**src/rtl/core/mre_pkg.sv**
```systemverilog
// shared types and constants of the median residual encoder
package mre_pkg;

    localparam int MAX_WIDTH  = 4096;
    localparam int COL_W      = $clog2(MAX_WIDTH);
    localparam int FIFO_DEPTH = 4;
    localparam int FIFO_PTR_W = $clog2(FIFO_DEPTH);
    localparam int FIFO_CNT_W = $clog2(FIFO_DEPTH + 1);

    localparam logic REG_WIDTH  = 1'b0;
    localparam logic REG_HEIGHT = 1'b1;

    typedef enum logic [1:0] {
        CLS_RAW = 2'd0,
        CLS_ROW = 2'd1,
        CLS_COL = 2'd2,
        CLS_MED = 2'd3
    } pixel_class_t;

    // one classified pixel with its neighborhood
    typedef struct packed {
        logic [7:0]   pixel;
        logic [7:0]   left;
        logic [7:0]   up;
        logic [7:0]   upper_left;
        pixel_class_t pclass;
        logic         eof;
    } mre_item_t;

    // queue status seen by the front and back parts
    typedef struct packed {
        logic [FIFO_CNT_W-1:0] count;
        logic                  empty;
    } fifo_status_t;

endpackage

```
**src/rtl/core/mre_back.sv**
```systemverilog
// back part: median prediction, residual folding and the output register
module mre_back (
    input  logic                  clk,
    input  logic                  rst_n,
    input  mre_pkg::mre_item_t    head_item,
    input  mre_pkg::fifo_status_t fifo_status,
    output logic                  pop,
    output logic                  m_tvalid,
    input  logic                  m_tready,
    output logic [15:0]           m_tdata,
    output logic [1:0]            m_tuser,
    output logic                  m_tlast
);

    logic                  out_valid_reg, out_valid_next;
    logic [8:0]            sym_reg;
    mre_pkg::pixel_class_t class_reg;
    logic                  eof_reg;

    logic [7:0] hi;
    logic [7:0] lo;
    logic [9:0] grad;
    logic [7:0] med;
    logic [7:0] pred;
    logic [8:0] sym;

    assign pop = !fifo_status.empty && (!out_valid_reg || m_tready);

    always_comb
    begin
        hi   = (head_item.left > head_item.up) ? head_item.left : head_item.up;
        lo   = (head_item.left > head_item.up) ? head_item.up : head_item.left;
        grad = 10'(head_item.left) + 10'(head_item.up) - 10'(head_item.upper_left);
        if (head_item.upper_left >= hi)
        begin
            med = lo;
        end
        else if (head_item.upper_left <= lo)
        begin
            med = hi;
        end
        else
        begin
            med = grad[7:0];
        end

        case (head_item.pclass)
            mre_pkg::CLS_ROW: pred = head_item.left;
            mre_pkg::CLS_COL: pred = head_item.up;
            default:          pred = med;
        endcase

        // fold: non-negative error to even codes, negative to odd
        if (head_item.pclass == mre_pkg::CLS_RAW)
        begin
            sym = {1'b0, head_item.pixel};
        end
        else if (pred <= head_item.pixel)
        begin
            sym = {head_item.pixel - pred, 1'b0};
        end
        else
        begin
            sym = {pred - head_item.pixel, 1'b0} - 9'd1;
        end
    end

    always_comb
    begin
        out_valid_next = out_valid_reg;
        if (pop)
        begin
            out_valid_next = 1'b1;
        end
        else if (m_tready)
        begin
            out_valid_next = 1'b0;
        end
    end

    always_ff @(posedge clk or negedge rst_n)
    begin
        if (!rst_n)
        begin
            out_valid_reg <= 1'b0;
        end
        else
        begin
            out_valid_reg <= out_valid_next;
        end
    end

    always_ff @(posedge clk)
    begin
        if (pop)
        begin
            sym_reg   <= sym;
            class_reg <= head_item.pclass;
            eof_reg   <= head_item.eof;
        end
    end

    assign m_tvalid = out_valid_reg;
    assign m_tdata  = {7'd0, sym_reg};
    assign m_tuser  = class_reg;
    assign m_tlast  = eof_reg;

endmodule

```
**config.mk**
```make
export PLATFORM = sky130hd
export DESIGN_NAME = mre_back
export DESIGN_NICKNAME = d
export VERILOG_FILES = /design/src/rtl/core/mre_pkg.sv /design/src/rtl/core/mre_back.sv
export SDC_FILE = /design/constraint.sdc
export NUM_CORES = 1
export LEC_CHECK = 0
export BUFFER_PORTS_ARGS = -buffer_cell sky130_fd_sc_hd__buf_2
export CAP_MARGIN = 25
export CORE_ASPECT_RATIO = 0.9
export CORE_MARGIN = 1
export CORE_UTILIZATION = 50
export CTS_BUF_LIST = sky130_fd_sc_hd__clkbuf_16
export DETAILED_ROUTE_END_ITERATION = 16
export PLACE_DENSITY_LB_ADDON = 0.05
export SLEW_MARGIN = 20
export SYNTH_ARGS = -nofsm -noshare
export SYNTH_HDL_FRONTEND = slang
export SYNTH_SLANG_ARGS = --single-unit
```
**constraint.sdc**
```tcl
create_clock -name clk -period 2.25 [get_ports clk]
set_input_delay 0.225 -clock clk [delete_from_list [all_inputs] [get_ports clk]]
set_output_delay 0.225 -clock clk [all_outputs]
set_load 0.05 [all_outputs]
```
==> results.toml, run 1 <==
[setup_path]
crit_fanout = 8
cp-end-kind = "flip-flop"
reg2reg_from = "m_tvalid$_DFFE_PN0P_"
reg2reg_to = "sym_reg[3]$_DFFE_PP_"
regToRegSetupSlack_ns = 1.00
cp-startpoint = "head_item[14]"
worstRegToRegCells = 2
startpoint_type = "primary input"
path_class = "in -> reg"
cp_data_arrival_time_ns = 5.22
cp_data_required_time_ns = 2.22

[sta]
finalClockSkew_ns = 0.00276
hold_viol = 0
worst-slew-pin-transition_ns = 0.621
max_freq_ghz = 0.190
fin_ws_ns = -3.00
setup_tns_ns = -26.44
min_period_over_period_pct = 233
drv_slew = 0
setup_viol = 9
max-slew-margin-rel_pct = 58.6
rsz0062_at_grt = "true"
fin_crit_ns = 5.25

[cells_and_area]
finalCoreUtilization_pct = 82.3
num_antenna_cells = 0
nFillCells = 361
area_delta_synth_final_pct = 59.6
largest_register_ffs = 9
drive_above_1_share_pct = 48.3
layout.nets = 662

[clocking]
ctsLongestPathBuffers = 2
worstSkewPairLatency_ns = 0.24
clock-sinks = 13
cts_made_buffers = 3
clk_pin_slew_ns = 0.05
root_buffer = "clkbuf_16"
cts_tree = "built"
clock_tree.htree_level_count = 1

[synthesis]
yosysSeqAreaShare_pct = 12.2
yosysWarnings = 0
synthTopCellsByArea = "ha_1 20%, edfxtp_1 11%, fa_1 5.7%, inv_1 5.7%, mux2i_1 4.8%"
yosysMostFrequentCell = "ha_1"
yosys-top-cells-count = "51 x ha_1, 48 x inv_1, 20 x nand2_1, 19 x a21oi_1, 18 x nor2_1"
synth_edf_count = 12
ys_ff_latch = 13
async_flop_share_pct = 7.69
ys.flop_type = "edfxtp_1"
yosys.area.top_type_share_pct = 20.2
postSynthAreaPerCell_um2 = 8.61
synthCells = 366
ys_types = 71
syn-cell-area_mm2 = 0.00315
synth_top_cell_by_area = "ha_1"

[global_route]
grt_overflow = 0
first_global_vias = 3477
grt_max_degree = 17
track_usage_pct = 30.4
grt_antenna_before_repair = 0
grt_pass1_wl_um = 16000

[power]
powerDensity_mw_per_mm2 = 699
peakVddDrop_uv = 624
leakage_nw = 2.51

[route]
vias = 3483
routed_wl_um = 9950
avgViaCountPerCell = 5.39
wire_per_inst_um = 15.4
drtPass1Iterations = 5
drt_iter0_markers = 201
drc = 0
postRouteAntennaNets = 0

[die]
ios = 63
die_h_um = 77.3
die_w_um = 85.7
core_area_mm2 = 0.00611
start_util_pct = 51.5
placementRows = 27
dieArea_mm2 = 0.00663

[hold_path]
min_to = "m_tlast$_DFFE_PP_"
min_from = "head_item[0]"
hold_depth = 1
min-delay-path-class = "in -> reg"

[place]
numPortBuffers = 52
hpwl_um = 7540
place_congestion = 0.883

[status]
violations = "setup timing"
status = "complete, but fails checks"

[job]
drv_cap = 0
-- cell usage in the layout (no fill, tap or decap), types with 4 or more instances in the layout --
master	instances
o21ai_1	10
a21o_1	9
a221oi_1	6
a21oi_1	11
a22oi_1	6
buf_6	7
nand2_1	20
ha_4	6
fa_1	8
xnor2_1	15
nand4_1	5
edfxtp_1	12
conb_1	7
mux2i_1	10
nor2_2	6
o21ai_0	9
a21oi_2	10
xor2_1	5
buf_2	50
inv_1	47
nor2b_1	4
mux2i_4	4
nand2b_1	4
ha_1	43
buf_4	138
nor2_1	13
a221o_1	4
-- through the flow --
stage          instances  cell area (um^2)  power (mW)  setup WS, ns  hold WS (ns)
6_report             646              5030        3.51         -3.00         0.160
5_1_grt              646              5030        3.74         -3.22         0.158
4_1_cts              642              4810        3.33         -2.93         0.162
3_5_place_dp         628              4560        2.85         -3.43       0.00251
3_3_place_gp         628              4560        2.80         -3.28     -0.000246
2_1_floorplan        372              3280        1.94         -3.15       -0.0706
-- what timing repair did --
| action | in CTS | in global routing |
|---|---|---|
| hold endpoints to repair | 1 | 0 |
| gates resized for setup | 19 | 33 |
| cloned | 1 | 0 |
| hold buffers | 1 | 0 |
| endpoints found under the setup margin | 9 | 9 |
| pin swaps | 28 | 11 |
| buffers inserted | 8 | 5 |
-- metal layers --
metal	up-vias	global-route usage [%]	wire (um)
met2	133	52.6	4780
met3	18	3.55	544
met5	-	0	0
li1	1679	-	-
met1	1653	40.5	4430
met4	0	6.67	199
-- worst max-delay path, cell delays in order --
cell	delay [ns]
buf_2	0.10
inv_1	0.07
ha_4	0.27
nand4_1	0.23
nor2_2	0.22
o22ai_4	0.10
buf_12	0.16
buf_12	0.13
mux2i_1	0.21
ha_1	0.30
nand4_1	0.14
buf_4	0.14
nor2_2	0.04
o31ai_4	0.41
nor2b_4	0.10
and2_1	0.19
nor4_4	0.32
ha_2	0.35
buf_4	0.15
nand2b_4	0.08
a211oi_4	0.08
o311ai_4	0.28
a21oi_4	0.16
or3_1	0.41
a221oi_2	0.27
nor3_2	0.05
-- cell type report --
cell class | count | area, um^2 | share of cell area, %
multi-input cells | 293 | 2800 | 55.6
repair buffers | 200 | 1460 | 29.1
flip-flops and latches | 13 | 385 | 7.66
inverters | 49 | 199 | 3.96
well taps | 87 | 109 | 2.16
clock buffers | 3 | 75.1 | 1.49
clock inverters | 1 | 3.75 | 0.0746
-- worst max-delay path by stage --
stage               depth (start not counted)  slack, ns                  endpoint
floorplan                                  29      -3.15  sym_reg[8]$_SDFFCE_PP0P_
global placement                           28      -3.28  sym_reg[8]$_SDFFCE_PP0P_
detailed placement                         28      -3.43  sym_reg[8]$_SDFFCE_PP0P_
CTS                                        28      -2.93      sym_reg[6]$_DFFE_PP_
global route                               30      -3.22      sym_reg[6]$_DFFE_PP_
finish                                     26      -3.00  sym_reg[8]$_SDFFCE_PP0P_
-- power breakdown --
part	total, mW	leakage (nW)	internal, mW	switching, mW
registers	0.344	0.126	0.335	0.00869
logic	2.84	2.34	1.41	1.43
clock network	0.331	0.0423	0.234	0.0967
-- cell families after synthesis --
family	share of synthesized area, %
adder cells (fa/ha/maj)	26.0
other	0.119
AO/OA/AOI/OAI	23.6
XOR/XNOR	7.50
flip-flops	12.2
multiplexers	5.48
AND/OR/NAND/NOR	15.5
buffers and inverters	9.61
Power figures use the tool's default switching activity.
==> run 2: changes to the inputs <==
--- a/config.mk
+++ b/config.mk
@@ -5,12 +5,12 @@
 export SDC_FILE = /design/constraint.sdc
 export NUM_CORES = 1
 export LEC_CHECK = 0
+export ABC_CLOCK_PERIOD_IN_PS = 2250
 export BUFFER_PORTS_ARGS = -buffer_cell sky130_fd_sc_hd__buf_2
 export CAP_MARGIN = 25
 export CORE_ASPECT_RATIO = 0.9
 export CORE_MARGIN = 1
 export CORE_UTILIZATION = 50
-export CTS_BUF_LIST = sky130_fd_sc_hd__clkbuf_16
 export DETAILED_ROUTE_END_ITERATION = 16
 export PLACE_DENSITY_LB_ADDON = 0.05
 export SLEW_MARGIN = 20
==> results.toml, run 2 (synthesis results as in run 1) <==
[route]
vias = 3532
drt_iter0_markers = 210
routed_wl_um = 10700
avgViaCountPerCell = 5.43
drc = 0
drtPass1Iterations = 5
wire_per_inst_um = 16.5
postRouteAntennaNets = 0

[setup_path]
cp_data_required_time_ns = 2.23
cp-startpoint = "head_item[12]"
reg2reg_to = "sym_reg[6]$_DFFE_PP_"
path_class = "in -> reg"
startpoint_type = "primary input"
cp-end-kind = "flip-flop"
crit_fanout = 6
regToRegSetupSlack_ns = 0.99
reg2reg_from = "m_tvalid$_DFFE_PN0P_"
worstRegToRegCells = 2
cp_data_arrival_time_ns = 5.36

[cells_and_area]
final_common_cell = "buf_4"
final_cell_mix = "141 x buf_4, 50 x buf_2, 44 x inv_1"
largest_register_ffs = 9
drive_above_1_share_pct = 49.5
multi_input_area_mm2 = 0.00286
finalNonFillerCells = 651
nFillCells = 354
layout.nets = 667
regArea_um2 = 385
finalCoreUtilization_pct = 83.5
num_antenna_cells = 0
area_delta_synth_final_pct = 62.0

[global_route]
first_global_vias = 3467
grt_pass1_wl_um = 16200
grt_overflow = 0
grt_max_degree = 17
grt_antenna_before_repair = 0
track_usage_pct = 31.1

[sta]
fin_ws_ns = -3.13
max-slew-margin-rel_pct = 57.9
finalClockSkew_ns = 0.000923
hold_viol = 0
rsz0062_at_grt = "true"
max_freq_ghz = 0.186
setup_viol = 9
min_period_over_period_pct = 239
drv_slew = 0
worst-slew-pin-transition_ns = 0.631
fin_crit_ns = 5.38

[place]
dp.cells = 628
numPortBuffers = 52
hpwl_um = 7540
place_congestion = 0.883

[job]
drv_cap = 0

[die]
die_w_um = 85.7
placementRows = 27
die_h_um = 77.3
ios = 63
start_util_pct = 51.5
core_area_mm2 = 0.00611
dieArea_mm2 = 0.00663

[clocking]
clk_pin_slew_ns = 0.06
cts_made_buffers = 3
clock-sinks = 13
cts_tree = "built"
root_buffer = "clkbuf_8"
worstSkewPairLatency_ns = 0.25
ctsLongestPathBuffers = 2
clock_tree.htree_level_count = 1

[hold_path]
min_to = "m_tlast$_DFFE_PP_"
min_from = "head_item[0]"
min-delay-path-class = "in -> reg"
hold_depth = 1

[status]
status = "complete, but fails checks"
violations = "setup timing"

[power]
p_total_mw = 3.51
peakVddDrop_uv = 635
powerDensity_mw_per_mm2 = 688
leakage_nw = 2.51
## run 2: power by group
group | switching, mW | internal (mW)
Combinational | 1.50 | 1.46
Clock | 0.0886 | 0.125
Sequential | 0.00825 | 0.334
## run 2: worst max-delay path by stage
stage,endpoint,depth (start not counted)
floorplan,sym_reg[8]$_SDFFCE_PP0P_,29
global placement,sym_reg[8]$_SDFFCE_PP0P_,28
detailed placement,sym_reg[8]$_SDFFCE_PP0P_,28
CTS,sym_reg[8]$_SDFFCE_PP0P_,28
global route,sym_reg[8]$_SDFFCE_PP0P_,27
finish,sym_reg[8]$_SDFFCE_PP0P_,27
## run 2: repair_timing
item	4_1_cts	5_1_grt
setup buffers	12	4
endpoints found under the setup margin	9	9
pin swaps	32	21
hold buffers	1	0
endpoints found under the hold margin	1	0
gates resized for setup	28	34
cloned	2	0
## run 2: metal layers
layer	track usage, %	vias up	wire [um]
li1	-	1695	-
met4	7.83	0	231
met1	41.5	1658	4630
met2	53.4	154	5200
met3	3.44	25	671
met5	0	-	0
## run 2: cell type report
type,count,share of cell area [%]
multi-input cells,294,56.0
repair buffers,204,29.5
flip-flops and latches,13,7.55
inverters,49,3.95
well taps,87,2.13
clock buffers,4,0.882
## run 2: worst max-delay path: stages
cell	delay (ns)
buf_12	0.11
inv_12	0.04
ha_4	0.19
nor2b_4	0.12
o21ai_1	0.11
nand2b_1	0.09
a21oi_2	0.22
o22ai_4	0.12
buf_12	0.17
buf_12	0.13
mux2i_1	0.15
ha_1	0.36
o2111ai_1	0.21
o21ai_2	0.27
a21oi_2	0.12
o21bai_2	0.21
buf_4	0.14
a221oi_1	0.51
nor4_4	0.10
ha_1	0.36
and3_1	0.19
nand4_1	0.17
o21ai_4	0.16
a21oi_4	0.10
or3_1	0.42
a221oi_2	0.28
nor3_2	0.07
## run 2: stage by stage
step	instance area [um^2]	TNS (ns)	setup WS, ns	hold slack (ns)
after floorplan	3280	-26.05	-3.15	-0.0706
after global placement	4560	-28.27	-3.28	-0.000246
after detailed placement	4560	-29.47	-3.43	0.00251
after CTS	4860	-25.28	-2.91	0.160
after global routing	5110	-28.56	-3.34	0.148
final	5110	-26.77	-3.13	0.157
==> run 3: changes to the inputs <==
--- a/config.mk
+++ b/config.mk
@@ -13,6 +13,7 @@
 export CORE_UTILIZATION = 50
 export DETAILED_ROUTE_END_ITERATION = 16
 export PLACE_DENSITY_LB_ADDON = 0.05
+export RECOVER_POWER = 25
 export SLEW_MARGIN = 20
 export SYNTH_ARGS = -nofsm -noshare
 export SYNTH_HDL_FRONTEND = slang
==> results.toml, run 3 (synthesis results as in run 1) <==
[die]
die_h_um = 77.3
die_w_um = 85.7
placementRows = 27
start_util_pct = 51.5
ios = 63
dieArea_mm2 = 0.00663
core_area_mm2 = 0.00611

[setup_path]
cp-end-kind = "flip-flop"
cp_data_required_time_ns = 2.23
startpoint_type = "primary input"
cp_slowest_cell = "a221oi_1"
cp_data_arrival_time_ns = 5.37
slowest_delay_ns = 0.51
crit_fanout = 6
cp_top_family = "compound AO/OA/AOI/OAI gates"
path_class = "in -> reg"
cp_num_buf_inv = 5
cp_common_cell = "buf_12"

[cells_and_area]
layout.nets = 667
fin_area_mm2 = 0.00510
area_delta_synth_final_pct = 61.8
drive_above_1_share_pct = 48.9
final_cell_mix = "139 x buf_4, 48 x buf_2, 44 x inv_1"
num_antenna_cells = 0
final_common_cell = "buf_4"
largest_register_ffs = 9

[status]
status = "complete, but fails checks"
violations = "setup timing"

[sta]
min_period_over_period_pct = 240
fin_crit_ns = 5.40
holdWs_ns = 0.157
drv_slew = 0
finalClockSkew_ns = 0.000869
fin_ws_ns = -3.15
worst-slew-pin-transition_ns = 0.631
max_freq_ghz = 0.185
max-slew-margin-rel_pct = 57.9
hold_viol = 0
setup_tns_ns = -26.86
rsz0062_at_grt = "true"
setup_viol = 9

[clocking]
cts_tree = "built"
ctsLongestPathBuffers = 2
clock-sinks = 13
root_buffer = "clkbuf_8"
cts_made_buffers = 3
worstSkewPairLatency_ns = 0.25
clock_tree.htree_level_count = 1
clk_pin_slew_ns = 0.06

[route]
vias = 3539
postRouteAntennaNets = 0
drt_iter0_markers = 210
routed_wl_um = 10700
avgViaCountPerCell = 5.44
drc = 0
drtPass1Iterations = 5
wire_per_inst_um = 16.5

[place]
numPortBuffers = 52
placed_area_mm2 = 0.00456
hpwl_um = 7540
place_congestion = 0.883

[hold_path]
min-delay-path-class = "in -> reg"

[global_route]
grt_antenna_before_repair = 0
grt_overflow = 0
grt_max_degree = 17
first_global_vias = 3467
grt_pass1_wl_um = 16200
track_usage_pct = 31.1

[power]
peakVddDrop_uv = 637
leakage_nw = 2.50
powerDensity_mw_per_mm2 = 689

[job]
drv_cap = 0
==> run 3: cell count changes in the layout (fill, tap and decap cells not counted) <==
cell and change:
buf_2 -2, buf_4 -2, clkbuf_4 +1, clkbuf_1 +3
==> run 3: path summary, 6_finish.rpt <==
kind	to	depth (start not counted)	slack [ns]	start
max	sym_reg[8]$_SDFFCE_PP0P_	27	-3.15	head_item[12]
min	m_tlast$_DFFE_PP_	1	0.16	head_item[0]
max reg2reg	sym_reg[6]$_DFFE_PP_	2	0.99	m_tvalid$_DFFE_PN0P_
min reg2reg	m_tvalid$_DFFE_PN0P_	2	0.56	m_tvalid$_DFFE_PN0P_
max in group asynchronous	m_tvalid$_DFFE_PN0P_	2	1.89	rst_n
min in group asynchronous	m_tvalid$_DFFE_PN0P_	2	0.28	rst_n
==> run 3: stage by stage <==
step                      worst slack, ns  utilization, %  cells  total power, mW
after floorplan                     -3.15               -    372             1.94
after CTS                           -2.91            79.6    647             3.28
final                               -3.15            83.4    651             3.51
after global placement              -3.28            74.6    628             2.80
after detailed placement            -3.43            74.6    628             2.85
after global routing                -3.34            83.4    651             3.72
==> run 3: where the power goes <==
group	leakage [nW]	internal (mW)	switching [mW]
Combinational	2.36	1.46	1.50
Sequential	0.126	0.334	0.00848
Clock	0.0228	0.125	0.0886
==> run 3: what timing repair did <==
action                     4_1_cts  5_1_grt
pin swaps                       32       21
cloned                           2        0
buffers inserted                12        4
hold endpoints to repair         1        0
resized for setup               28       34
setup endpoints to repair        9        9
hold buffers                     1        0
==> run 3: per-layer routing <==
| metal | share of wire, % | vias up | GRT usage [%] |
|---|---|---|---|
| li1 | - | 1694 | - |
| met1 | 43 | 1661 | 41.5 |
| met2 | 49 | 161 | 53.4 |
| met3 | 6.3 | 23 | 3.44 |
| met4 | 1.9 | 0 | 7.83 |
| met5 | 0 | - | 0 |
==> run 3: area by class of cell <==
type | count | area [um^2]
Tap cell | 87 | 109
Multi-Input combinational cell | 294 | 2860
Timing Repair Buffer | 204 | 1500
Clock buffer | 4 | 45.0
Fill cell | 355 | 1010
Sequential cell | 13 | 385
Inverter | 49 | 201
