[src/rtl/core/mre_pkg.sv]
// shared types and constants of the median residual encoder
package mre_pkg;

    localparam int MAX_WIDTH  = 4096;
    localparam int COL_W      = $clog2(MAX_WIDTH);
    localparam int FIFO_DEPTH = 4;
    localparam int FIFO_PTR_W = $clog2(FIFO_DEPTH);
    localparam int FIFO_CNT_W = $clog2(FIFO_DEPTH + 1);

    localparam logic REG_WIDTH  = 1'b0;
    localparam logic REG_HEIGHT = 1'b1;

    typedef enum logic [1:0] {
        CLS_RAW = 2'd0,
        CLS_ROW = 2'd1,
        CLS_COL = 2'd2,
        CLS_MED = 2'd3
    } pixel_class_t;

    // one classified pixel with its neighborhood
    typedef struct packed {
        logic [7:0]   pixel;
        logic [7:0]   left;
        logic [7:0]   up;
        logic [7:0]   upper_left;
        pixel_class_t pclass;
        logic         eof;
    } mre_item_t;

    // queue status seen by the front and back parts
    typedef struct packed {
        logic [FIFO_CNT_W-1:0] count;
        logic                  empty;
    } fifo_status_t;

endpackage

[src/rtl/core/mre_fifo.sv]
// short queue of classified pixels between front and back parts
module mre_fifo (
    input  logic                  clk,
    input  logic                  rst_n,
    input  logic                  push,
    input  mre_pkg::mre_item_t    push_item,
    input  logic                  pop,
    output mre_pkg::mre_item_t    head_item,
    output mre_pkg::fifo_status_t status
);

    mre_pkg::mre_item_t             entry_reg [mre_pkg::FIFO_DEPTH];
    logic [mre_pkg::FIFO_PTR_W-1:0] wr_ptr_reg, wr_ptr_next;
    logic [mre_pkg::FIFO_PTR_W-1:0] rd_ptr_reg, rd_ptr_next;
    logic [mre_pkg::FIFO_CNT_W-1:0] count_reg, count_next;

    always_comb
    begin
        wr_ptr_next = push ? wr_ptr_reg + 1'b1 : wr_ptr_reg;
        rd_ptr_next = pop  ? rd_ptr_reg + 1'b1 : rd_ptr_reg;
        count_next  = count_reg;
        if (push && !pop)
        begin
            count_next = count_reg + 1'b1;
        end
        else if (pop && !push)
        begin
            count_next = count_reg - 1'b1;
        end
    end

    always_ff @(posedge clk or negedge rst_n)
    begin
        if (!rst_n)
        begin
            wr_ptr_reg <= '0;
            rd_ptr_reg <= '0;
            count_reg  <= '0;
        end
        else
        begin
            wr_ptr_reg <= wr_ptr_next;
            rd_ptr_reg <= rd_ptr_next;
            count_reg  <= count_next;
        end
    end

    always_ff @(posedge clk)
    begin
        if (push)
        begin
            entry_reg[wr_ptr_reg] <= push_item;
        end
    end

    assign head_item    = entry_reg[rd_ptr_reg];
    assign status.count = count_reg;
    assign status.empty = (count_reg == '0);

    a_no_overflow: assert property (@(posedge clk) disable iff (!rst_n)
        !(push && !pop && count_reg == mre_pkg::FIFO_CNT_W'(mre_pkg::FIFO_DEPTH)))
        else $error("queue written while full");

    a_no_underflow: assert property (@(posedge clk) disable iff (!rst_n)
        pop |-> count_reg != '0)
        else $error("queue read while empty");

endmodule

[config.mk]
export PLATFORM = sky130hd
export DESIGN_NAME = mre_fifo
export DESIGN_NICKNAME = d
export VERILOG_FILES = /design/src/rtl/core/mre_pkg.sv /design/src/rtl/core/mre_fifo.sv
export SDC_FILE = /design/constraint.sdc
export NUM_CORES = 1
export LEC_CHECK = 0
export BUFFER_PORTS_ARGS = -buffer_cell sky130_fd_sc_hd__buf_2
export CORE_ASPECT_RATIO = 1.4
export CORE_MARGIN = 4
export CORE_UTILIZATION = 33
export DETAILED_ROUTE_END_ITERATION = 10
export GPL_ROUTABILITY_DRIVEN = 0
export PLACE_DENSITY = 0.52
export SLEW_MARGIN = 20
export SYNTH_ARGS = -nofsm -noshare
export SYNTH_HDL_FRONTEND = slang
export SYNTH_SLANG_ARGS = --single-unit
[constraint.sdc]
create_clock -name clk -period 5.95 [get_ports clk]
set_input_delay 1.19 -clock clk [delete_from_list [all_inputs] [get_ports clk]]
set_output_delay 1.19 -clock clk [all_outputs]
set_load 0.02 [all_outputs]
==> results by group, run 1 <==
Floorplanning
  – Die Span Y: 161 um
  – Std-Cell Core Area: 0.0162 mm^2
  – Num ports: 78
  – Row cnt: 55
  – Initial Util: 33.8%
  – Die ar.: 0.0188 mm^2
  – Die X: 117 um

Logic synthesis
  – Number of synthesized register bits: 147
  – Post-Synthesis Cells: 216
  – Seq/Total Area, Yosys: 79.7%
  – Ys Warns: 0
  – Asr flop ratio synth: 4.76%
  – Adder-Cell Fraction of Synth Area: 1.50%
  – Yosys top cell area share: 76.5%
  – Largest family of logic cells by synthesized area: multiplexers
  – Syn_nets: 261
  – Post-synth top cells: 140 x edfxtp_1, 28 x mux4_2, 7 x dfrtp_1, 7 x mux4_1, 5 x ha_1
  – Top-count cell post-synth: edfxtp_1
  – Synth Area in XOR/XNOR: 0.957%
  – Synth top area cells: edfxtp_1 77%, mux4_2 11%, mux4_1 3.3%, dfrtp_1 3.2%, ha_1 1.1%
  – Top FF cell, synth: edfxtp_1
  – Mux share of post-synthesis cell area: 15.0%
  – Netlist cell types: 18
  – Syn avg cell area: 25.4 um^2
  – Synth Area in Compound Gates: 0.0911%
  – Largest area contributor in the netlist: edfxtp_1
  – Cell area after synthesis: 0.00549 mm^2
  – Synth Area in Simple Gates: 0.752%
  – Post-synth EDFFs: 140

CTS
  – CTS H-Tree Depth: 4
  – Worst-path clk slew: 0.06 ns
  – Clock buffer count from CTS: 17
  – Root cell of the clock tree: clkbuf_16
  – Hold Buf Count CTS: 0
  – CTS max path bufs: 2
  – TritonCTS clock tree: yes
  – Postcts setup bufs: 0
  – Clk Latency, worst-skew pair: 0.40 ns
  – Post_cts resized: 0
  – CTS Sinks: 147

Place
  – Post-DP HPWL: 5.87 mm
  – Placed Instance Area: 0.00605 mm^2
  – # port buffers: 77
  – Dpl ws: 2.61 ns

Worst setup path
  – CP Data Required Time: 4.76 ns
  – Reg2Reg Depth: 3
  – Crit. End Element: output port
  – Slowest cell on crit path: dfrtp_2
  – Crit path cell chain: buf_4 -> mux4_1 -> buf_2
  – Slowest stage delay, CP: 0.74 ns
  – Critical path buffers and inverters: 2
  – Critical path's top delay family: flip-flops
  – Critical path arrival: 2.48 ns
  – Startpoint Class: flop
  – Worst path depth: 3
  – Critical path type: reg -> out
  – Crit path max fanout: 21

Timing
  – Hold WS: 0.497 ns
  – Slew HR: 31.4%
  – Sum Neg Setup Slack: 0 ns
  – Clock Skew: 0.00701 ns
  – RSZ-0062 raised after global routing: false
  – # setup viols final: 0
  – Final Critical Period: 3.67 ns
  – Fin crit share: 61.6%
  – F_max: 273 MHz
  – Worst Max-Slew Pin Slew: 1.03 ns
  – Final Hold Viols: 0
  – Final Slew Violations: 0
  – Final WS setup: 2.28 ns

Global route
  – Initial antenna violation count: 1
  – First-pass GRT wire length: 15.0 mm
  – Vias in the first global route: 2,746
  – Remaining global-route overflow: 0
  – Total global-route track usage: 11.1%
  – Largest net degree at the start of global routing: 37

Routing
  – Routed via count: 2,446
  – Initial DRC Count: 126
  – Routed WL: 9.82 mm
  – Vias per cell: 4.76
  – Post-DRT Antenna Nets: 0
  – WL/cell: 19.1 um
  – First-pass iteration count of the detailed router: 4
  – DRC violations left: 0

Worst hold path
  – Min-Delay Path Class: reg -> reg
  – Worst Hold Depth: 1

Final layout
  – Layout cells sized above 1: 44.8%
  – Fin util: 40.8%
  – Synthesis-to-layout area growth: 20.5%
  – Max FFs per register: 140
  – Final instance area: 0.00662 mm^2
  – N_diodes: 0
  – Filler cells: 1,448
  – Nets: 350

Power
  – Peak supply drop: 0.235 mV
  – Pleak: 2.32 nW
  – Power per cell area: 522 mW/mm^2

Outcome
  – Status: finished clean

Job
  – Max_cap viols: 0
==> layer usage <==
layer  GRT usage [%]  up-vias  part of all wire [%]
met5               0        -                 0.081
li1                -     1086                     -
met2            19.4       56                    55
met1            12.2     1291                    39
met4            5.16        2                   1.7
met3            3.20       11                   4.2
==> cells in the final DEF (no fill, tap or decap) <==
cell,instances
buf_4,1
clkinv_4,2
dfrtp_1,5
mux4_2,28
clkbuf_16,17
nand2_1,2
clkinv_2,5
nor2_1,1
xnor2_1,2
clkbuf_1,1
ha_1,5
o21ai_0,1
fa_1,1
and2_2,4
buf_2,77
clkinvlp_4,1
nor3_1,1
mux2_2,1
mux4_1,7
dfrtp_2,2
edfxtp_1,140
xor2_1,4
bufinv_16,3
inv_1,4
==> worst paths after layout <==
| check | start | to | slack, ns |
|---|---|---|---|
| setup / recovery | rd_ptr_reg[0] | head_item[28] | 2.28 |
| hold / removal | count_reg[2] | count_reg[2] | 0.50 |
| setup reg to reg | wr_ptr_reg[0] | entry_reg[0][12] | 4.07 |
| hold reg to reg | count_reg[2] | count_reg[2] | 0.50 |
| max in group asynchronous | rst_n | rd_ptr_reg[0] | 5.14 |
| min in group asynchronous | rst_n | count_reg[2] | 0.62 |
==> metrics by stage <==
stage | total power, mW | std cells
after detailed placement | 2.49 | 485
after global routing | 3.62 | 514
after floorplan | 2.20 | 216
after CTS | 3.53 | 514
after global placement | 2.48 | 485
final | 3.45 | 514
==> layout make-up <==
class | instances | area (um^2) | area share, %
well taps | 199 | 249 | 3.76
flip-flops and latches | 147 | 4380 | 66.2
repair buffers | 78 | 393 | 5.93
inverters | 4 | 15.0 | 0.227
multi-input cells | 57 | 1010 | 15.3
clock buffers | 18 | 429 | 6.48
clock inverters | 11 | 140 | 2.12
==> report_power, final <==
part / internal (mW) / switching, mW / total, mW
clock network: 0.649 / 0.374 / 1.02
logic: 0.400 / 0.530 / 0.930
registers: 1.36 / 0.138 / 1.50
total: 2.41 / 1.04 / 3.45
==> cell families after synthesis <==
kind of cell    after synthesis
fa+ha+maj                     6
simple gates                  8
xor+xnor                      6
flops                       147
compound gates                1
mux                          36
buf+inv                      12
(Power assumes the default switching activity.)
==> inputs of run 2 (changes only) <==
==> constraint.sdc (replaced) <==
create_clock -name clk -period 3.4 [get_ports clk]
set_input_delay 0.68 -clock clk [delete_from_list [all_inputs] [get_ports clk]]
set_output_delay 0.68 -clock clk [all_outputs]
set_load 0.02 [all_outputs]
==> run 2 against run 1 <==
Net effect: routed wire length rose by 3.8%; setup slack got worse by 1.9 ns; power increased by 79%; worst hold slack got worse by 0.39 ns; utilization up 0.51 points; register-to-register slack worse by 2.6 ns; global-route usage is 0.45 points higher; via count up 0.65%; flip-flop and latch count is the same; largest cell class unchanged.
==> results by group, run 2 (same netlist as run 1, synthesis figures left out) <==
Timing
  – Final Hold Viols: 0 (unchanged)
  – Final Slew Violations: 0 (unchanged)
  – RSZ-0062 raised after global routing: false
  – # setup viols final: 0 (unchanged)
  – F_max: 334 MHz
  – Final WS setup: 0.408 ns (-1.88 ns)
  – Fin crit share: 88.0%
  – Slew HR: 51.7% (+20 points)
  – Sum Neg Setup Slack: 0 ns (unchanged)
  – Worst Max-Slew Pin Slew: 0.724 ns (-0.305 ns)
  – Final Critical Period: 2.99 ns
  – Clock Skew: 0.00554 ns (-0.00147 ns)

Routing
  – DRC violations left: 0 (unchanged)
  – First-pass iteration count of the detailed router: 4 (unchanged)
  – Top sig layer: met5
  – Vias per cell: 4.71 (-1.1%)
  – WL/cell: 19.5 um (+2.0%)
  – Met2 WL post-DR: 5.52 mm (+2.4%)
  – Post-DRT Antenna Nets: 0 (unchanged)
  – DR WL met3: 418 um (+1.2%)
  – Routed via count: 2,462 (+0.65%)
  – Initial DRC Count: 125 (-0.79%)
  – M1 wire length: 4.07 mm (+6.0%)
  – Routed WL: 10.2 mm (+3.8%)

Worst hold path
  – Min-Delay Path Class: in -> async

Floorplanning
  – Initial Util: 33.8% (unchanged)
  – Die Span Y: 161 um (unchanged)
  – Num ports: 78 (unchanged)
  – Row cnt: 55 (unchanged)
  – Std-Cell Core Area: 0.0162 mm^2 (unchanged)
  – Die ar.: 0.0188 mm^2 (unchanged)
  – Die X: 117 um (unchanged)

Global route
  – Total global-route track usage: 11.5% (+0.45 points)
  – Initial antenna violation count: 1 (unchanged)
  – Remaining global-route overflow: 0 (unchanged)
  – Largest net degree at the start of global routing: 30 (-19%)
  – Vias in the first global route: 2,736 (-0.36%)
  – First-pass GRT wire length: 15.7 mm (+4.1%)

Place
  – Placed Instance Area: 0.00610 mm^2 (+0.74%)
  – Dpl ws: 0.757 ns (-1.86 ns)
  – # port buffers: 77 (unchanged)
  – Post-DP HPWL: 6.47 mm (+10%)

Worst setup path
  – Critical path endpoint: head_item[23]
  – R2R setup slack: 1.50 ns (-2.57 ns)
  – Critical path arrival: 2.31 ns (-0.17 ns)
  – Slowest stage delay, CP: 0.84 ns (+0.10 ns)
  – Crit path cell chain: buf_4 -> mux4_2 -> buf_2
  – Critical path type: reg -> out
  – CP Data Required Time: 2.72 ns (-2.04 ns)
  – Crit. End Element: output port
  – Worst reg2reg startpoint: wr_ptr_reg[0]
  – Reg2reg end: entry_reg[0][19]
  – Startpoint Class: flop
  – Crit path max fanout: 22 (+4.8%)
  – Setup crit start: rd_ptr_reg[0]
  – Slowest cell on crit path: dfrtp_2
  – Reg2Reg Depth: 4 (+1)

Final layout
  – Final instance area: 0.00670 mm^2 (+1.2%)
  – Commonest non-fill, non-tap cells in the layout: 140 x edfxtp_1, 77 x buf_2, 28 x mux4_2
  – N_diodes: 0 (unchanged)
  – Nets: 356 (+1.7%)
  – Max FFs per register: 140 (unchanged)
  – Synthesis-to-layout area growth: 22.0%
  – Commonest non-fill, non-tap cell in the layout: edfxtp_1
  – Fin util: 41.3% (+0.51 points)
  – Layout cells sized above 1: 46.0% (+1.2 points)

CTS
  – Hold Buf Count CTS: 0 (unchanged)
  – CTS max path bufs: 2 (unchanged)
  – Clock buffer count from CTS: 17 (unchanged)
  – Clk Latency, worst-skew pair: 0.40 ns (about the same)
  – Post_cts resized: 0 (unchanged)
  – Root cell of the clock tree: clkbuf_16
  – CTS Sinks: 147 (unchanged)
  – TritonCTS clock tree: yes
  – Postcts setup bufs: 0 (unchanged)
  – CTS H-Tree Depth: 4 (unchanged)
  – Worst-path clk slew: 0.06 ns (about the same)

Power
  – Pleak: 2.36 nW (+1.5%)
  – Peak supply drop: 0.357 mV (+52%)
  – Power per cell area: 920 mW/mm^2 (+76%)

Outcome
  – Status: finished clean

Job
  – Max_cap viols: 0 (unchanged)
[run 2: cell types whose count changed in the layout (fill, tap and decap cells not counted), sizes merged]
| cell | before | now |
|---|---|---|
| buf | 78 | 84 |
| clkbuf | 18 | 17 |
| clkinv | 7 | 6 |
| inv | 4 | 7 |
| clkinvlp | 1 | 3 |
[run 2: cell type report]
cell class                 instances  area, um^2
clock buffer                      17         425
clock inverter                    15         181
fill                            1441        9540
inverter                           4        15.0
multi-input combinational         57        1010
sequential                       147        4380
tap                              199         249
timing repair buffer              84         438
[run 2: layer usage]
metal	vias up	track usage [%]
met5	-	0
li1	1105	-
met1	1298	13.4
met4	2	5.16
met2	46	19.2
met3	11	3.81
[run 2: how the worst min path moves through the flow]
stage / from / end / slack [ns] / depth (start not counted)
floorplan: rst_n / count_reg[0] / 0.38 / 0
global placement: count_reg[2] / count_reg[2] / 0.48 / 1
detailed placement: count_reg[2] / count_reg[2] / 0.48 / 1
CTS: rst_n / count_reg[0] / 0.09 / 1
global route: rst_n / count_reg[0] / 0.1 / 1
finish: rst_n / count_reg[0] / 0.10 / 1
[run 2: stage by stage]
stage / instances / total power [mW] / hold slack, ns
4_1_cts: 523 / 6.30 / 0.0892
3_5_place_dp: 491 / 4.41 / 0.482
6_report: 523 / 6.17 / 0.104
5_1_grt: 523 / 6.49 / 0.0966
3_3_place_gp: 491 / 4.38 / 0.481
2_1_floorplan: 216 / 3.84 / 0.384
[run 2: power breakdown]
group | switching, mW | internal [mW]
clock network | 0.725 | 1.16
registers | 0.180 | 2.38
logic | 0.997 | 0.727
total | 1.90 | 4.26
[run 2: critical path, delay by kind of cell, from the launching register on]
| kind | cells | cell delay, ns |
|---|---|---|
| buf+inv | 2 | 0.53 |
| flops | 1 | 0.84 |
| mux | 1 | 0.53 |
==> inputs of run 3 (changes only) <==
--- a/config.mk
+++ b/config.mk
@@ -5,13 +5,14 @@
 export SDC_FILE = /design/constraint.sdc
 export NUM_CORES = 1
 export LEC_CHECK = 0
+export ABC_AREA = 1
 export BUFFER_PORTS_ARGS = -buffer_cell sky130_fd_sc_hd__buf_2
 export CORE_ASPECT_RATIO = 1.4
 export CORE_MARGIN = 4
-export CORE_UTILIZATION = 33
+export CORE_UTILIZATION = 57
 export DETAILED_ROUTE_END_ITERATION = 10
 export GPL_ROUTABILITY_DRIVEN = 0
-export PLACE_DENSITY = 0.52
+export PLACE_DENSITY = 0.8
 export SLEW_MARGIN = 20
 export SYNTH_ARGS = -nofsm -noshare
 export SYNTH_HDL_FRONTEND = slang
==> run 3 against run 2 <==
Net effect: combinational power up 28%; area after synthesis up 9.1%; via count increased by 46%; global-route usage is 7.5 points higher.
==> results by group, run 3 <==
Outcome
  – Status: finished clean

Worst hold path
  – Min-Delay Path Class: in -> async

Worst setup path
  – Critical path's top delay family: flip-flops
  – Crit path max fanout: 41 (+86%)
  – Crit path cell chain: buf_4 -> nand2_1 -> o211ai_1 -> nand2_1 -> buf_2
  – Worst path depth: 5 (+2)
  – Critical path arrival: 1.96 ns (-0.35 ns)
  – Reg2reg end: entry_reg[3][16]
  – Slowest cell on crit path: dfrtp_4
  – Slowest stage delay, CP: 0.64 ns (-0.20 ns)
  – Crit. End Element: output port
  – Reg2Reg Depth: 4 (unchanged)
  – Critical path endpoint: head_item[32]
  – Critical path buffers and inverters: 2 (unchanged)
  – Worst reg2reg startpoint: wr_ptr_reg[0]
  – Most used cell, CP: nand2_1
  – R2R setup slack: 1.42 ns (-0.08 ns)
  – Startpoint Class: flop
  – Setup crit start: rd_ptr_reg[0]
  – Critical path type: reg -> out
  – CP Data Required Time: 2.72 ns (about the same)

Floorplanning
  – Die ar.: 0.0122 mm^2 (-35%)
  – Die X: 94.7 um (-19%)
  – Die Span Y: 129 um (-19%)
  – Row cnt: 44 (-20%)
  – Initial Util: 57.9% (+24 points)
  – Std-Cell Core Area: 0.0103 mm^2 (-36%)
  – Num ports: 78 (unchanged)

Global route
  – Remaining global-route overflow: 0 (unchanged)
  – Vias in the first global route: 3,596 (+31%)
  – Met2 Track Usage GR: 33.9% (+15 points)
  – Total global-route track usage: 19.1% (+7.5 points)
  – GR peak layer: met2
  – Largest net degree at the start of global routing: 71 (+140%)
  – First-pass GRT wire length: 17.2 mm (+10%)
  – Initial antenna violation count: 1 (unchanged)
  – Met3 Track Usage GR: 6.10% (+2.3 points)
  – Met1 Use GR: 20.2% (+6.8 points)

Logic synthesis
  – Asr flop ratio synth: 4.76% (unchanged)
  – Yosys top cell area share: 70.1% (-6.4 points)
  – Syn_nets: 500 (+92%)
  – Ys Warns: 0 (unchanged)
  – Seq/Total Area, Yosys: 73.1% (-6.7 points)
  – Post-synth EDFFs: 140 (unchanged)
  – Synth top area cells: edfxtp_1 70%, o211ai_1 8.5%, nand2_1 7.4%, inv_1 5.1%, dfrtp_1 2.9%
  – Top-count cell post-synth: edfxtp_1
  – Largest area contributor in the netlist: edfxtp_1
  – Post-Synthesis Cells: 455 (+110%)
  – Netlist cell types: 19 (+1)
  – Number of synthesized register bits: 147 (unchanged)
  – Top FF cell, synth: edfxtp_1
  – Syn avg cell area: 13.2 um^2 (-48%)
  – Cell area after synthesis: 0.00599 mm^2 (+9.1%)
  – Post-synth top cells: 140 x edfxtp_1, 118 x nand2_1, 81 x inv_1

Routing
  – Post-DRT Antenna Nets: 0 (unchanged)
  – WL/cell: 15.8 um (-19%)
  – Routed via count: 3,594 (+46%)
  – Vias per cell: 5.21 (+11%)
  – Initial DRC Count: 247 (+98%)
  – First-pass iteration count of the detailed router: 5 (+1)
  – DRC violations left: 0 (unchanged)
  – Routed WL: 10.9 mm (+7.2%)

Timing
  – Final Hold Viols: 0 (unchanged)
  – F_max: 379 MHz (+13%)
  – RSZ-0062 raised after global routing: false
  – Fin crit share: 77.7% (-10 points)
  – Final Slew Violations: 0 (unchanged)
  – # setup viols final: 0 (unchanged)
  – Slew HR: 49.8% (-2.0 points)
  – Clock Skew: 0.00604 ns (+0.000505 ns)
  – Sum Neg Setup Slack: 0 ns (unchanged)
  – Final Critical Period: 2.64 ns (-0.350 ns)
  – Worst Max-Slew Pin Slew: 0.749 ns (+0.0247 ns)

CTS
  – Clock buffer count from CTS: 17 (unchanged)
  – CTS max path bufs: 2 (unchanged)
  – Clk Latency, worst-skew pair: 0.42 ns (+0.02 ns)
  – Root cell of the clock tree: clkbuf_16
  – Postcts setup bufs: 0 (unchanged)
  – Worst-path clk slew: 0.06 ns (about the same)
  – CTS Sinks: 147 (unchanged)
  – Hold Buf Count CTS: 0 (unchanged)
  – TritonCTS clock tree: yes
  – CTS H-Tree Depth: 4 (unchanged)
  – Post_cts resized: 0 (unchanged)

Final layout
  – Final instance area: 0.00701 mm^2 (+4.5%)
  – Synthesis-to-layout area growth: 16.9%
  – Non-filler cells in the finished layout: 690 (+32%)
  – Nets: 583 (+64%)
  – Layout cells sized above 1: 21.6% (-24 points)
  – Max FFs per register: 140 (unchanged)
  – Commonest non-fill, non-tap cell in the layout: edfxtp_1
  – Commonest non-fill, non-tap cells in the layout: 140 x edfxtp_1, 118 x nand2_1, 77 x inv_1, 77 x buf_2, 68 x o211ai_1

Power
  – Psw: 2.36 mW (+24%)
  – Internal Power: 4.06 mW (-4.7%)
  – Net Sw Frac: 36.7% (+5.9 points)
  – Power per cell area: 917 mW/mm^2 (-0.32%)
  – Sequential power share: 39.6% (-1.9 points)
  – Power, Total: 6.42 mW (+4.2%)
  – Peak supply drop: 0.531 mV (+49%)
  – Pleak: 2.86 nW (+22%)
  – Logic pwr share: 34.3% (+6.3 points)
  – Clk pwr share: 26.2% (-4.4 points)

Job
  – Max_cap viols: 0 (unchanged)

Place
  – # port buffers: 77 (unchanged)
  – Placed Instance Area: 0.00646 mm^2 (+6.0%)
  – # placed instances: 657 (+34%)
  – Post-DP HPWL: 6.66 mm (+2.8%)
## run 3: cell types whose count changed after synthesis, sizes merged, moves of 4 or more
cell,change
nand2,+116
and2,-4
o211ai,+70
inv,+78
buf,+15
mux4,-35
## run 3: metrics by stage
| step | worst slack, ns | utilization, % | hold slack [ns] |
|---|---|---|---|
| 4_1_cts | 0.735 | 67.7 | 0.0874 |
| 6_report | 0.758 | 67.7 | 0.0954 |
| 3_3_place_gp | 1.15 | 62.4 | 0.502 |
| 3_5_place_dp | 1.17 | 62.4 | 0.521 |
| 2_1_floorplan | 1.35 | - | 0.384 |
| 5_1_grt | 0.586 | 67.7 | 0.0951 |
## run 3: kinds of logic after synthesis
logic type                 after synthesis  synth area share [%]
AOI/OAI and AO/OA                       71                  9.02
DFF                                    147                  73.1
and+or+nand+nor                        121                  7.66
buffers and inverters                  106                  8.29
adders and majority gates                6                  1.38
xor gates and xnor gates                 4                 0.585
## run 3: worst min-delay path by stage
stage / startpoint / end / slack [ns] / cells past startpoint
floorplan: rst_n / count_reg[0] / 0.38 / 0
global placement: count_reg[2] / count_reg[2] / 0.50 / 2
detailed placement: wr_ptr_reg[0] / wr_ptr_reg[0] / 0.52 / 1
CTS: rst_n / wr_ptr_reg[1] / 0.09 / 1
global route: rst_n / count_reg[2] / 0.1 / 1
finish: rst_n / wr_ptr_reg[1] / 0.1 / 1
## run 3: per-layer routing
layer	part of all wire [%]	vias to the layer above
met1	37	1731
li1	-	1733
met2	55	103
met4	3.1	0
met5	0	-
met3	5.2	27
## run 3: cell type report
type	count	area [um^2]
inverters	82	308
repair buffers	88	480
well taps	138	173
clock inverters	15	116
flip-flops and latches	147	4380
diodes	1	2.50
multi-input cells	202	1120
fillers	745	3340
clock buffers	17	425
## run 3: power groups by stage
stage	combinational, mW	clock (mW)	sequential, mW
floorplan	1.67	0	2.52
global placement	2.17	0	2.56
detailed placement	2.22	0	2.58
CTS	2.23	1.70	2.54
global route	2.42	1.78	2.58
finish	2.20	1.68	2.54
